### config.mk
export PLATFORM = sky130hd
export DESIGN_NAME = keyword_lexer_top
export DESIGN_NICKNAME = d
export VERILOG_FILES = /design/src/hw/rtl/kwlex_pkg.sv /design/src/hw/rtl/keyword_lexer_top.sv
export VERILOG_INCLUDE_DIRS = /design/src /design/src/hw/rtl
export SDC_FILE = /design/constraint.sdc
export NUM_CORES = 1
export LEC_CHECK = 0
export ABC_CLOCK_PERIOD_IN_PS = 18100
export BUFFER_PORTS_ARGS = -buffer_cell sky130_fd_sc_hd__buf_4
export CAP_MARGIN = 25
export CORE_MARGIN = 2
export CORE_UTILIZATION = 55
export DETAILED_ROUTE_END_ITERATION = 6
export GPL_ROUTABILITY_DRIVEN = 0
export HOLD_SLACK_MARGIN = 0.15
export PLACE_DENSITY = 0.72
export SYNTH_ARGS = -nofsm -noshare
export SYNTH_HDL_FRONTEND = slang
export SYNTH_SLANG_ARGS = --single-unit
### constraint.sdc
create_clock -name clock -period 18.1 [get_ports clock]
set_input_delay 3.62 -clock clock [delete_from_list [all_inputs] [get_ports clock]]
set_output_delay 3.62 -clock clock [all_outputs]
set_load 0.05 [all_outputs]
### src/hw/rtl/assert_macros.svh
// ----------------------------------------------------------------------------
// assert_macros.svh
// Assertion helper macros shared by the RTL.
// ----------------------------------------------------------------------------
`ifndef ASSERT_MACROS_SVH
`define ASSERT_MACROS_SVH

`ifndef NO_ASSERTIONS

// Combinational property checked on every clock edge outside reset.
`define KL_ASSERT(label, clk, rst, expr) \
   label: assert property (@(posedge clk) disable iff (rst) (expr)) \
      else $error("assertion failed");

// Property checked in the cycle after its trigger.
`define KL_ASSERT_NEXT(label, clk, rst, trig, expr) \
   label: assert property (@(posedge clk) disable iff (rst) (trig) |=> (expr)) \
      else $error("assertion failed");

`else

`define KL_ASSERT(label, clk, rst, expr)
`define KL_ASSERT_NEXT(label, clk, rst, trig, expr)

`endif

`endif

### src/hw/rtl/kwlex_pkg.sv
// ----------------------------------------------------------------------------
// kwlex_pkg
// Token codes, keyword table, character constants and the result type of
// the keyword lexer.
// ----------------------------------------------------------------------------
package kwlex_pkg;

   localparam int MAX_TOKEN_LEN       = 128;
   localparam int OFFSET_BITS_DEFAULT = 16;
   localparam int LEN_BITS            = 8;
   localparam int START_BITS          = 16;
   localparam int KW_COUNT            = 7;
   localparam int KW_MAX_LEN          = 8;
   localparam int KW_IDX_BITS         = 3;
   localparam int FIFO_DEPTH          = 4;
   localparam int FIFO_PTR_BITS       = 2;
   localparam int FIFO_CNT_BITS       = 3;

   localparam int REQ_TDATA_BITS = 8;
   localparam int RSP_TDATA_BITS = 40;
   localparam int RSP_TUSER_BITS = 3;

   typedef enum logic [2:0] {
      CLS_IDENT   = 3'd0,
      CLS_NUMBER  = 3'd1,
      CLS_OPER    = 3'd2,
      CLS_KEYWORD = 3'd3,
      CLS_UNKNOWN = 3'd4
   } token_class_type;

   localparam logic [7:0] CH_DOT   = 8'h2E;
   localparam logic [7:0] CH_EQ    = 8'h3D;
   localparam logic [7:0] CH_LT    = 8'h3C;
   localparam logic [7:0] CH_GT    = 8'h3E;
   localparam logic [7:0] CH_BANG  = 8'h21;
   localparam logic [7:0] CH_SPACE = 8'h20;
   localparam logic [7:0] CH_TAB   = 8'h09;
   localparam logic [7:0] CH_CR    = 8'h0D;

   localparam logic [7:0] KW_TEXT [KW_COUNT][KW_MAX_LEN] = '{
      '{"v", "a", "r", 8'h00, 8'h00, 8'h00, 8'h00, 8'h00},
      '{"b", "e", "g", "i", "n", 8'h00, 8'h00, 8'h00},
      '{"e", "n", "d", 8'h00, 8'h00, 8'h00, 8'h00, 8'h00},
      '{"i", "f", 8'h00, 8'h00, 8'h00, 8'h00, 8'h00, 8'h00},
      '{"t", "h", "e", "n", 8'h00, 8'h00, 8'h00, 8'h00},
      '{"e", "l", "s", "e", 8'h00, 8'h00, 8'h00, 8'h00},
      '{"p", "r", "o", "g", "r", "a", "m", "m"}
   };

   localparam logic [3:0] KW_LEN [KW_COUNT] = '{
      4'd3, 4'd5, 4'd3, 4'd2, 4'd4, 4'd4, 4'd8
   };

   typedef struct packed {
      token_class_type         token_class;
      logic [KW_IDX_BITS-1:0]  keyword_index;
      logic [START_BITS-1:0]   token_start;
      logic [LEN_BITS-1:0]     token_length;
      logic [7:0]              lead_byte;
      logic                    has_equals;
      logic                    length_overflow;
      logic                    last_of_run;
   } rsp_item_type;

endpackage

### src/hw/rtl/keyword_lexer_top.sv
// ----------------------------------------------------------------------------
// keyword_lexer_top
// Streaming tokenizer: one source byte per transaction in, token
// descriptors out (identifier, number, operator, keyword, unknown).
//
//   channel  dir  payload
//   req_*    in   tdata = in_byte, tlast = end_of_input
//   rsp_*    out  tdata = token fields, tuser = token_class,
//                 tlast = last_of_run
//
// One byte is accepted per cycle while req_tready is high; the scanner state
// updates in the same cycle and results enter a four-entry result queue.
// A byte that yields two tokens writes two entries to the result queue.
// req_tready is low while the queue holds three or more results.
// Synchronous active-high reset: scanner idle, offset zero, queue empty.
// ----------------------------------------------------------------------------
`include "assert_macros.svh"

module keyword_lexer_top #(
   parameter int OFFSET_BITS = kwlex_pkg::OFFSET_BITS_DEFAULT
) (
   input  logic                                  clock,
   input  logic                                  reset,
   input  logic                                  req_tvalid,
   output logic                                  req_tready,
   // [7:0] in_byte
   input  logic [kwlex_pkg::REQ_TDATA_BITS-1:0]  req_tdata,
   input  logic                                  req_tlast,
   output logic                                  rsp_tvalid,
   input  logic                                  rsp_tready,
   // [2:0] keyword_index, [18:3] token_start, [26:19] token_length,
   // [34:27] lead_byte, [35] has_equals, [36] length_overflow, [39:37] zero
   output logic [kwlex_pkg::RSP_TDATA_BITS-1:0]  rsp_tdata,
   // [2:0] token_class
   output logic [kwlex_pkg::RSP_TUSER_BITS-1:0]  rsp_tuser,
   output logic                                  rsp_tlast
);

   localparam int LB = kwlex_pkg::LEN_BITS;
   localparam int PB = kwlex_pkg::FIFO_PTR_BITS;
   localparam int CB = kwlex_pkg::FIFO_CNT_BITS;

   typedef enum logic [1:0] {
      MODE_IDLE,
      MODE_IDENT,
      MODE_NUMBER,
      MODE_OPER
   } mode_type;

   mode_type                           mode_ff, mode_in;
   logic [LB-1:0]                      len_ff, len_in;
   logic [kwlex_pkg::KW_COUNT-1:0]     kwm_ff, kwm_in;
   logic [7:0]                         lead_ff, lead_in;
   logic [OFFSET_BITS-1:0]             start_ff, start_in;
   logic [OFFSET_BITS-1:0]             pos_ff, pos_in;
   logic                               ovf_ff, ovf_in;

   kwlex_pkg::rsp_item_type            fifo_ff [kwlex_pkg::FIFO_DEPTH];
   logic [PB-1:0]                      wr_ptr_ff, rd_ptr_ff;
   logic [CB-1:0]                      count_ff;

   logic                               req_fire, rsp_fire;
   logic [7:0]                         in_byte;
   logic                               is_letter, is_digit, is_space, is_oper;
   logic                               used, extend_en;
   logic                               a_valid, b_valid, c_valid;
   kwlex_pkg::rsp_item_type            a_item, b_item, c_item;
   kwlex_pkg::rsp_item_type            first_item, second_item, head;
   logic [1:0]                         push_cnt;
   logic [31:0]                        pos_wide;

   function automatic kwlex_pkg::rsp_item_type flush_item(
      input mode_type                       m,
      input logic [LB-1:0]                  len,
      input logic [kwlex_pkg::KW_COUNT-1:0] kwm,
      input logic                           ovf,
      input logic [7:0]                     lead,
      input logic [OFFSET_BITS-1:0]         start
   );
      kwlex_pkg::rsp_item_type r;
      logic [31:0]             start_wide;
      logic                    found;
      int                      k;
      start_wide        = 32'(start);
      found             = 1'b0;
      r.token_class     = kwlex_pkg::CLS_IDENT;
      r.keyword_index   = '0;
      r.token_start     = start_wide[kwlex_pkg::START_BITS-1:0];
      r.token_length    = len;
      r.lead_byte       = lead;
      r.has_equals      = 1'b0;
      r.length_overflow = ovf;
      r.last_of_run     = 1'b0;
      unique case (m)
         MODE_IDENT: begin
            if (!ovf) begin
               for (k = 0; k < kwlex_pkg::KW_COUNT; k++) begin
                  if (!found && kwm[k] && len == LB'(kwlex_pkg::KW_LEN[k])) begin
                     found           = 1'b1;
                     r.token_class   = kwlex_pkg::CLS_KEYWORD;
                     r.keyword_index = kwlex_pkg::KW_IDX_BITS'(k);
                  end
               end
            end
         end
         MODE_NUMBER: begin
            r.token_class = kwlex_pkg::CLS_NUMBER;
         end
         MODE_OPER: begin
            r.token_class     = kwlex_pkg::CLS_OPER;
            r.token_length    = LB'(1);
            r.length_overflow = 1'b0;
         end
         MODE_IDLE: begin
         end
      endcase
      return r;
   endfunction

   assign req_fire   = req_tvalid && req_tready;
   assign rsp_fire   = rsp_tvalid && rsp_tready;
   assign req_tready = (count_ff <= CB'(kwlex_pkg::FIFO_DEPTH - 2));
   assign in_byte    = req_tdata[7:0];

   always_comb begin : scan_blk
      int k;
      is_letter = (in_byte >= "A" && in_byte <= "Z") || (in_byte >= "a" && in_byte <= "z");
      is_digit  = (in_byte >= "0" && in_byte <= "9");
      is_space  = (in_byte >= kwlex_pkg::CH_TAB && in_byte <= kwlex_pkg::CH_CR) ||
                  (in_byte == kwlex_pkg::CH_SPACE);
      is_oper   = (in_byte == kwlex_pkg::CH_LT) || (in_byte == kwlex_pkg::CH_GT) ||
                  (in_byte == kwlex_pkg::CH_EQ) || (in_byte == kwlex_pkg::CH_BANG);

      used      = 1'b0;
      a_valid   = 1'b0;
      b_valid   = 1'b0;
      extend_en = 1'b0;
      a_item    = flush_item(mode_ff, len_ff, kwm_ff, ovf_ff, lead_ff, start_ff);

      mode_in  = mode_ff;
      len_in   = len_ff;
      kwm_in   = kwm_ff;
      lead_in  = lead_ff;
      start_in = start_ff;
      ovf_in   = ovf_ff;

      unique case (mode_ff)
         MODE_IDENT: begin
            if (is_letter || is_digit) begin
               used      = 1'b1;
               extend_en = 1'b1;
            end else begin
               a_valid = 1'b1;
               mode_in = MODE_IDLE;
            end
         end
         MODE_NUMBER: begin
            if (is_digit || in_byte == kwlex_pkg::CH_DOT) begin
               used      = 1'b1;
               extend_en = 1'b1;
            end else begin
               a_valid = 1'b1;
               mode_in = MODE_IDLE;
            end
         end
         MODE_OPER: begin
            a_valid = 1'b1;
            mode_in = MODE_IDLE;
            if (in_byte == kwlex_pkg::CH_EQ) begin
               used                = 1'b1;
               a_item.token_length = LB'(2);
               a_item.has_equals   = 1'b1;
            end
         end
         MODE_IDLE: begin
         end
      endcase

      if (!used && !is_space) begin
         start_in = pos_ff;
         lead_in  = in_byte;
         len_in   = '0;
         ovf_in   = 1'b0;
         kwm_in   = '1;
         priority if (is_letter) begin
            mode_in   = MODE_IDENT;
            extend_en = 1'b1;
         end else if (is_digit) begin
            mode_in   = MODE_NUMBER;
            extend_en = 1'b1;
         end else if (is_oper) begin
            mode_in = MODE_OPER;
         end else begin
            b_valid = 1'b1;
         end
      end

      if (extend_en) begin
         if (len_in >= LB'(kwlex_pkg::MAX_TOKEN_LEN)) begin
            ovf_in = 1'b1;
            kwm_in = '0;
         end else begin
            for (k = 0; k < kwlex_pkg::KW_COUNT; k++) begin
               if (len_in >= LB'(kwlex_pkg::KW_LEN[k]) ||
                   kwlex_pkg::KW_TEXT[k][len_in[2:0]] != in_byte) begin
                  kwm_in[k] = 1'b0;
               end
            end
            len_in = len_in + LB'(1);
         end
      end

      pos_wide               = 32'(pos_ff);
      b_item.token_class     = kwlex_pkg::CLS_UNKNOWN;
      b_item.keyword_index   = '0;
      b_item.token_start     = pos_wide[kwlex_pkg::START_BITS-1:0];
      b_item.token_length    = LB'(1);
      b_item.lead_byte       = in_byte;
      b_item.has_equals      = 1'b0;
      b_item.length_overflow = 1'b0;
      b_item.last_of_run     = 1'b0;

      c_valid = req_tlast && (mode_in != MODE_IDLE);
      c_item  = flush_item(mode_in, len_in, kwm_in, ovf_in, lead_in, start_in);

      if (req_tlast) begin
         mode_in = MODE_IDLE;
         pos_in  = '0;
      end else begin
         pos_in = pos_ff + OFFSET_BITS'(1);
      end

      push_cnt    = 2'(a_valid) + 2'(b_valid) + 2'(c_valid);
      first_item  = a_valid ? a_item : (b_valid ? b_item : c_item);
      second_item = (a_valid && b_valid) ? b_item : c_item;
      if (push_cnt == 2'd1) begin
         first_item.last_of_run = 1'b1;
      end
      second_item.last_of_run = 1'b1;
   end

   always_ff @(posedge clock) begin
      if (reset) begin
         mode_ff   <= MODE_IDLE;
         len_ff    <= '0;
         kwm_ff    <= '1;
         lead_ff   <= '0;
         start_ff  <= '0;
         pos_ff    <= '0;
         ovf_ff    <= 1'b0;
         wr_ptr_ff <= '0;
         rd_ptr_ff <= '0;
         count_ff  <= '0;
      end else begin
         if (req_fire) begin
            mode_ff   <= mode_in;
            len_ff    <= len_in;
            kwm_ff    <= kwm_in;
            lead_ff   <= lead_in;
            start_ff  <= start_in;
            pos_ff    <= pos_in;
            ovf_ff    <= ovf_in;
            wr_ptr_ff <= wr_ptr_ff + PB'(push_cnt);
         end
         if (rsp_fire) begin
            rd_ptr_ff <= rd_ptr_ff + PB'(1);
         end
         count_ff <= count_ff + (req_fire ? CB'(push_cnt) : CB'(0)) - CB'(rsp_fire);
      end
      if (req_fire && push_cnt != 2'd0) begin
         fifo_ff[wr_ptr_ff] <= first_item;
      end
      if (req_fire && push_cnt == 2'd2) begin
         fifo_ff[wr_ptr_ff + PB'(1)] <= second_item;
      end
   end

   assign head       = fifo_ff[rd_ptr_ff];
   assign rsp_tvalid = (count_ff != '0);
   assign rsp_tdata  = {3'b000, head.length_overflow, head.has_equals, head.lead_byte,
                        head.token_length, head.token_start, head.keyword_index};
   assign rsp_tuser  = head.token_class;
   assign rsp_tlast  = head.last_of_run;

   `KL_ASSERT(a_queue_bound, clock, reset, count_ff <= CB'(kwlex_pkg::FIFO_DEPTH))
   `KL_ASSERT(a_len_bound, clock, reset, len_ff <= LB'(kwlex_pkg::MAX_TOKEN_LEN))
   `KL_ASSERT_NEXT(a_eoi_idle, clock, reset, req_fire && req_tlast, mode_ff == MODE_IDLE && pos_ff == '0)
   `KL_ASSERT_NEXT(a_hold_stall, clock, reset, rsp_tvalid && !rsp_tready && !req_fire, $stable(count_ff) && $stable(rd_ptr_ff))

endmodule
### Word level (Yosys, flattened, before mapping)

Memories as Yosys holds them, arrays and structs flattened. A register that Yosys moved wholly into a read port is not among the register bits.
Index checks and enable logic that the tools add are counted.

* bits in writable memories: 164
* bits in read-only memories: 448
* input port bits: 13
* memories: 8
* output and inout bits: 46
* flip-flop bits (word level): 65
* logic and storage cells: 273

* multiplexer cells: 130
* add/subtract/negate cells: 9
* $lt $le $gt $ge: 16
* equal/unequal tests: 31
* reduce and logical (&&, ||, !) cells: 68
* bitwise logic cells: 1

Memory list
* fifo_ff: words 4, bits a word 41, read ports 1, clocked after memory_dff 1, write ports 2, RTL line keyword_lexer_top.sv:58 `kwlex_pkg::rsp_item_type fifo_ff [kwlex_pkg::FIFO_DEPTH];`
* (name not given): words 8, bits a word 8, read ports 1, clocked after memory_dff 0, write ports 0, RTL line keyword_lexer_top.sv:205 `kwlex_pkg::KW_TEXT[k][len_in[2:0]] != in_byte) begin`
* (name not given): words 8, bits a word 8, read ports 1, clocked after memory_dff 0, write ports 0, RTL line keyword_lexer_top.sv:205
* (name not given): words 8, bits a word 8, read ports 1, clocked after memory_dff 0, write ports 0, RTL line keyword_lexer_top.sv:205
* (name not given): words 8, bits a word 8, read ports 1, clocked after memory_dff 0, write ports 0, RTL line keyword_lexer_top.sv:205
* (name not given): words 8, bits a word 8, read ports 1, clocked after memory_dff 0, write ports 0, RTL line keyword_lexer_top.sv:205
* 2 more memories

Operators by type and width (count)
* 8-bit two-way mux: 22
* 41-bit two-way mux: 3
* 6-bit two-way mux: 14
* 1-bit two-way mux: 66
* 8-bit != test: 7
* 8-bit by 6-bit == test with 1-bit output (second input constant): 6
* 1-bit logical AND: 37
* 8-bit by 2-bit == test with 1-bit output (second input constant): 4
* 8-bit by 3-bit == test with 1-bit output (second input constant): 4
* 16-bit two-way mux: 2
* 7-bit two-way mux: 3
* 2-bit two-way mux: 10
* 3-bit case mux with 3 select lines: 2
* 16-bit by 1-bit adder with 16-bit output (second input constant): 1
* 8-bit by 4-bit == test with 1-bit output (second input constant): 2
* 8-bit by 2-bit greater-or-equal comparator with 1-bit output (second input constant): 2
* 8-bit by 3-bit greater-or-equal comparator with 1-bit output (second input constant): 2
* 8-bit by 4-bit greater-or-equal comparator with 1-bit output (second input constant): 2
* 8-bit by 7-bit greater-or-equal comparator with 1-bit output (second input constant): 2
* 8-bit by 7-bit <= comparator with 1-bit output (second input constant): 2
* 1-bit logical NOT: 14
* 1-bit logical OR: 14
* 2-bit == test (second input constant): 5
* 5-bit two-way mux: 2
* 21 further kinds: 27

### Longest topological paths before layout

* word-level depth: 61
* mapped depth: 23
* depth with buffers taken out: 19

### Worst setup path after synthesis

No wires, ideal clock.

* kind: in2reg
* from: in req_tdata[4] in the netlist's numbering
* to: mem fifo_ff[1][10] in the netlist's numbering, enable pin
* path buffers: 4
* stages: 14
* path slack: 9.735 ns
* data arrival time: 7.971 ns
* library setup time: 0.394 ns
* data required time: 17.706 ns
* path through: buf_6 or4_4 buf_6 o221a_4 a311oi_4 nand2_4 or3_1 buf_2 inv_2 fa_1 clkbuf_1 nor4_1 nor2_1 inv_1

RTL lines
* start, declared: RTL line keyword_lexer_top.sv:27 `input logic [kwlex_pkg::REQ_TDATA_BITS-1:0] req_tdata,`
* end, declared: RTL line keyword_lexer_top.sv:58

==> results.sh <==
export IMPL_overflow=0
export IMPL_synthAdderAreaFrac_pct=2.18
export IMPL_yosysSeqAreaShare_pct=46.4
export IMPL_netlist_instances=1302
export IMPL_grt_max_degree=54
export IMPL_die_w_um=160
export IMPL_status="completed"
export IMPL_tns_ns=0
export IMPL_synth_top_family_by_area="compound AO/OA/AOI/OAI gates"
export IMPL_rsz0062_at_grt="no"
export IMPL_htreeDepth=1
export IMPL_dp_final_hpwl_um=24400
export IMPL_leakage_nw=4.95
export IMPL_synthFlopType="edfxtp_1"
export IMPL_worstPathRequired_ns=18.52
export IMPL_postCtsHoldBufs=0
export IMPL_first_pass_iters=7
export IMPL_syn_area_mm2=0.0133
export IMPL_cp_end_kind="flip-flop"
export IMPL_finalCriticalPeriod_ns=8.80
export IMPL_cts_inserted_buffers=24
export IMPL_maxSlewHeadroom_pct=30.7
export IMPL_ios=59
export IMPL_worst_slew_pin_slew_ns=1.03
export IMPL_synth_xor_area_share_pct=1.91
export IMPL_synth_edff_count=156
export IMPL_hold_ws_ns=0.459
export IMPL_antenna_left=0
export IMPL_nets=1322
export IMPL_hp_start="fifo_ff[1][2]$_SDFFE_PP0P_"
export IMPL_peakVddDrop_v=0.0000796
export IMPL_drc=0
export IMPL_start_util_pct=56.4
export IMPL_clk_pin_slew_worst_paths_ns=0.06
export IMPL_syn_avg_cell_area_um2=10.2
export IMPL_arrival_ns=9.22
export IMPL_core_mm2=0.0236
export IMPL_fin_crit_sh_pct=48.6
export IMPL_portBuffers=55
export IMPL_hold_violations=0
export IMPL_fin_ws_ns=9.30
export IMPL_stdcell_count=1624
export IMPL_setup_viol=0
export IMPL_wirelength_um=37800
export IMPL_die_area_mm2=0.0255
export IMPL_insertion_delay_ns=0.53
export IMPL_async_flop_share_pct=0
export IMPL_cts_sinks=231
export IMPL_r2r_end="fifo_ff[1][0]$_SDFFE_PP1P_"
export IMPL_rows=56
export IMPL_drt_iter0_drc=1468
export IMPL_grt_pass1_wl_um=58900
export IMPL_pre_cts_ws_ns=8.84
export IMPL_synth_simple_area_share_pct=14.5
export IMPL_yosys_mux_area_fraction_pct=7.08
export IMPL_cts_tree="yes"
export IMPL_cts_resized=0
export IMPL_antenna_found_initial=0
export IMPL_yosys_warnings=0
export IMPL_vias_per_cell=6.82
export IMPL_cp_start_kind="primary input"
export IMPL_cts_root_buf="clkbuf_16"
export IMPL_chipHeight_um=160
export IMPL_worstSetupPathType="in2reg"
export IMPL_vias=11100
export IMPL_synth_area_top_cells="edfxtp_1, dfxtp_1, a22o_1"
export IMPL_postCtsSetupBuffers=0
export IMPL_power_density_mw_per_mm2=116
export IMPL_drv_cap=0
export IMPL_grtUsageTotal_pct=29.1
export IMPL_yosysTopAreaCell="edfxtp_1"
export IMPL_wl_per_cell_um=23.3
export IMPL_ys_types=94
export IMPL_path_max_fanout=31
export IMPL_timing_fmax_mhz=114
export IMPL_synth_top_area_share_pct=35.2
export IMPL_r2r_cells=15
export IMPL_hold_path_end="fifo_ff[1][2]$_SDFFE_PP0P_"
export IMPL_ys_ff_latch=231
export IMPL_num_antenna_cells=0
export IMPL_regToRegSetupSlack_ns=11.78
export IMPL_clock_path_buffers=3
export IMPL_timing_rr_start="mode_ff[0]$_SDFFE_PP0P_"
export IMPL_drv_slew=0
export IMPL_hold_class="reg2reg"
export IMPL_drive_gt1_share_pct=15.9
export IMPL_area_growth_pct=10.7
export IMPL_synth_compound_area_share_pct=23.5
export IMPL_skew_ns=0.0162
export IMPL_hold_depth=2
export IMPL_dp_cells=1580
export IMPL_first_global_vias=10400
[logic make-up after synthesis]
family                     count (synthesis)
muxes                                     43
buffers and inverters                    145
DFF                                      231
and+or+nand+nor                          403
xor gates and xnor gates                  29
other                                      1
adders and majority gates                 22
AOI/OAI and AO/OA                        428
[critical path, cell delays in order]
cell and delay (ns):
buf_4 0.22, or4_4 0.60, o221a_4 0.32, a311oi_4 0.48, nand2_4 0.33, or3_1 0.63
inv_2 0.19, fa_1 0.57, o21ai_1 0.44, nor2_1 0.27, nor2_1 0.35, clkinv_1 0.46
buf_4 0.46, o22a_1 0.23
[layer usage]
| metal | share of wire [%] | global-route usage [%] |
|---|---|---|
| met1 | 41 | 41.6 |
| met2 | 45 | 45.7 |
| met3 | 11 | 4.34 |
| met4 | 3.5 | 10.1 |
| met5 | 0 | 0 |
[through the flow]
step	power (mW)	instance area, um^2	util (%)
floorplan	1.03	13300	-
global placement	1.18	13900	58.7
detailed placement	1.19	13900	58.8
CTS	1.72	14700	62.4
global route	1.77	14700	62.4
finish	1.71	14700	62.4
[cells in the mapped netlist (10+ instances only)]
cell type / instances
a22o_1: 109
o22ai_1: 33
o211ai_1: 11
inv_1: 21
dfxtp_1: 75
o21ai_0: 57
nand2_1: 158
buf_1: 16
nand2b_1: 10
xnor2_1: 12
ha_1: 20
a211oi_1: 11
a21oi_1: 91
nand4_1: 15
edfxtp_1: 156
nor3_1: 23
mux4_2: 41
or3_1: 19
nor2_1: 86
nand3_1: 22
xor2_1: 17
clkbuf_1: 91
[worst max-delay path by stage]
stage                     cells after the start    startpoint                          to  slack [ns]
after floorplan                              14  req_tdata[4]    fifo_ff[1][10]$_DFFE_PP_        9.73
after global placement                       14  req_tdata[3]  fifo_ff[1][0]$_SDFFE_PP1P_        9.05
after detailed placement                     14  req_tdata[3]  fifo_ff[1][0]$_SDFFE_PP1P_        8.84
after CTS                                    14  req_tdata[3]  fifo_ff[1][0]$_SDFFE_PP1P_        9.37
after global routing                         14  req_tdata[3]  fifo_ff[1][0]$_SDFFE_PP1P_        9.01
final                                        14  req_tdata[3]  fifo_ff[1][0]$_SDFFE_PP1P_        9.30
[flip-flops by register name, indices dropped and copies added (netlist names), named ones only]
register,cells
pos_ff,16
fifo_ff,164
ovf_ff,1
lead_ff,8
wr_ptr_ff,2
mode_ff,2
start_ff,16
rd_ptr_ff,2
kwm_ff,7
len_ff,8
count_ff,3
[final cells by class]
cell class / instances / area [um^2]
clock inverters: 9 / 159
well taps: 319 / 399
inverters: 27 / 106
repair buffers: 75 / 572
clock buffers: 35 / 702
fillers: 1905 / 8870
multi-input cells: 928 / 6620
flip-flops and latches: 231 / 6190
[layout by cell type, fill, tap and decap left out, types with 12 or more instances in the layout]
cell type / synthesis / final
ha_1: 20 / 20
inv_1: 21 / 17
buf_4: 4 / 73
nor2_1: 86 / 85
nand4_1: 15 / 15
nor3_1: 23 / 23
nand2_1: 158 / 158
xnor2_1: 12 / 12
clkbuf_16: 0 / 24
dfxtp_1: 75 / 73
edfxtp_1: 156 / 156
or3_1: 19 / 19
o21ai_0: 57 / 57
mux4_2: 41 / 41
o22ai_1: 33 / 29
nand3_1: 22 / 22
xor2_1: 17 / 17
a22o_1: 109 / 109
a21oi_1: 91 / 87
[power breakdown]
part	switching [mW]	total (mW)	internal, mW	leakage (nW)
clock network	0.208	0.534	0.326	0.422
logic	0.365	0.545	0.179	2.38
registers	0.0248	0.634	0.609	2.15
total	0.598	1.71	1.12	4.95
No activity file was read; power rests on OpenSTA's default activity.
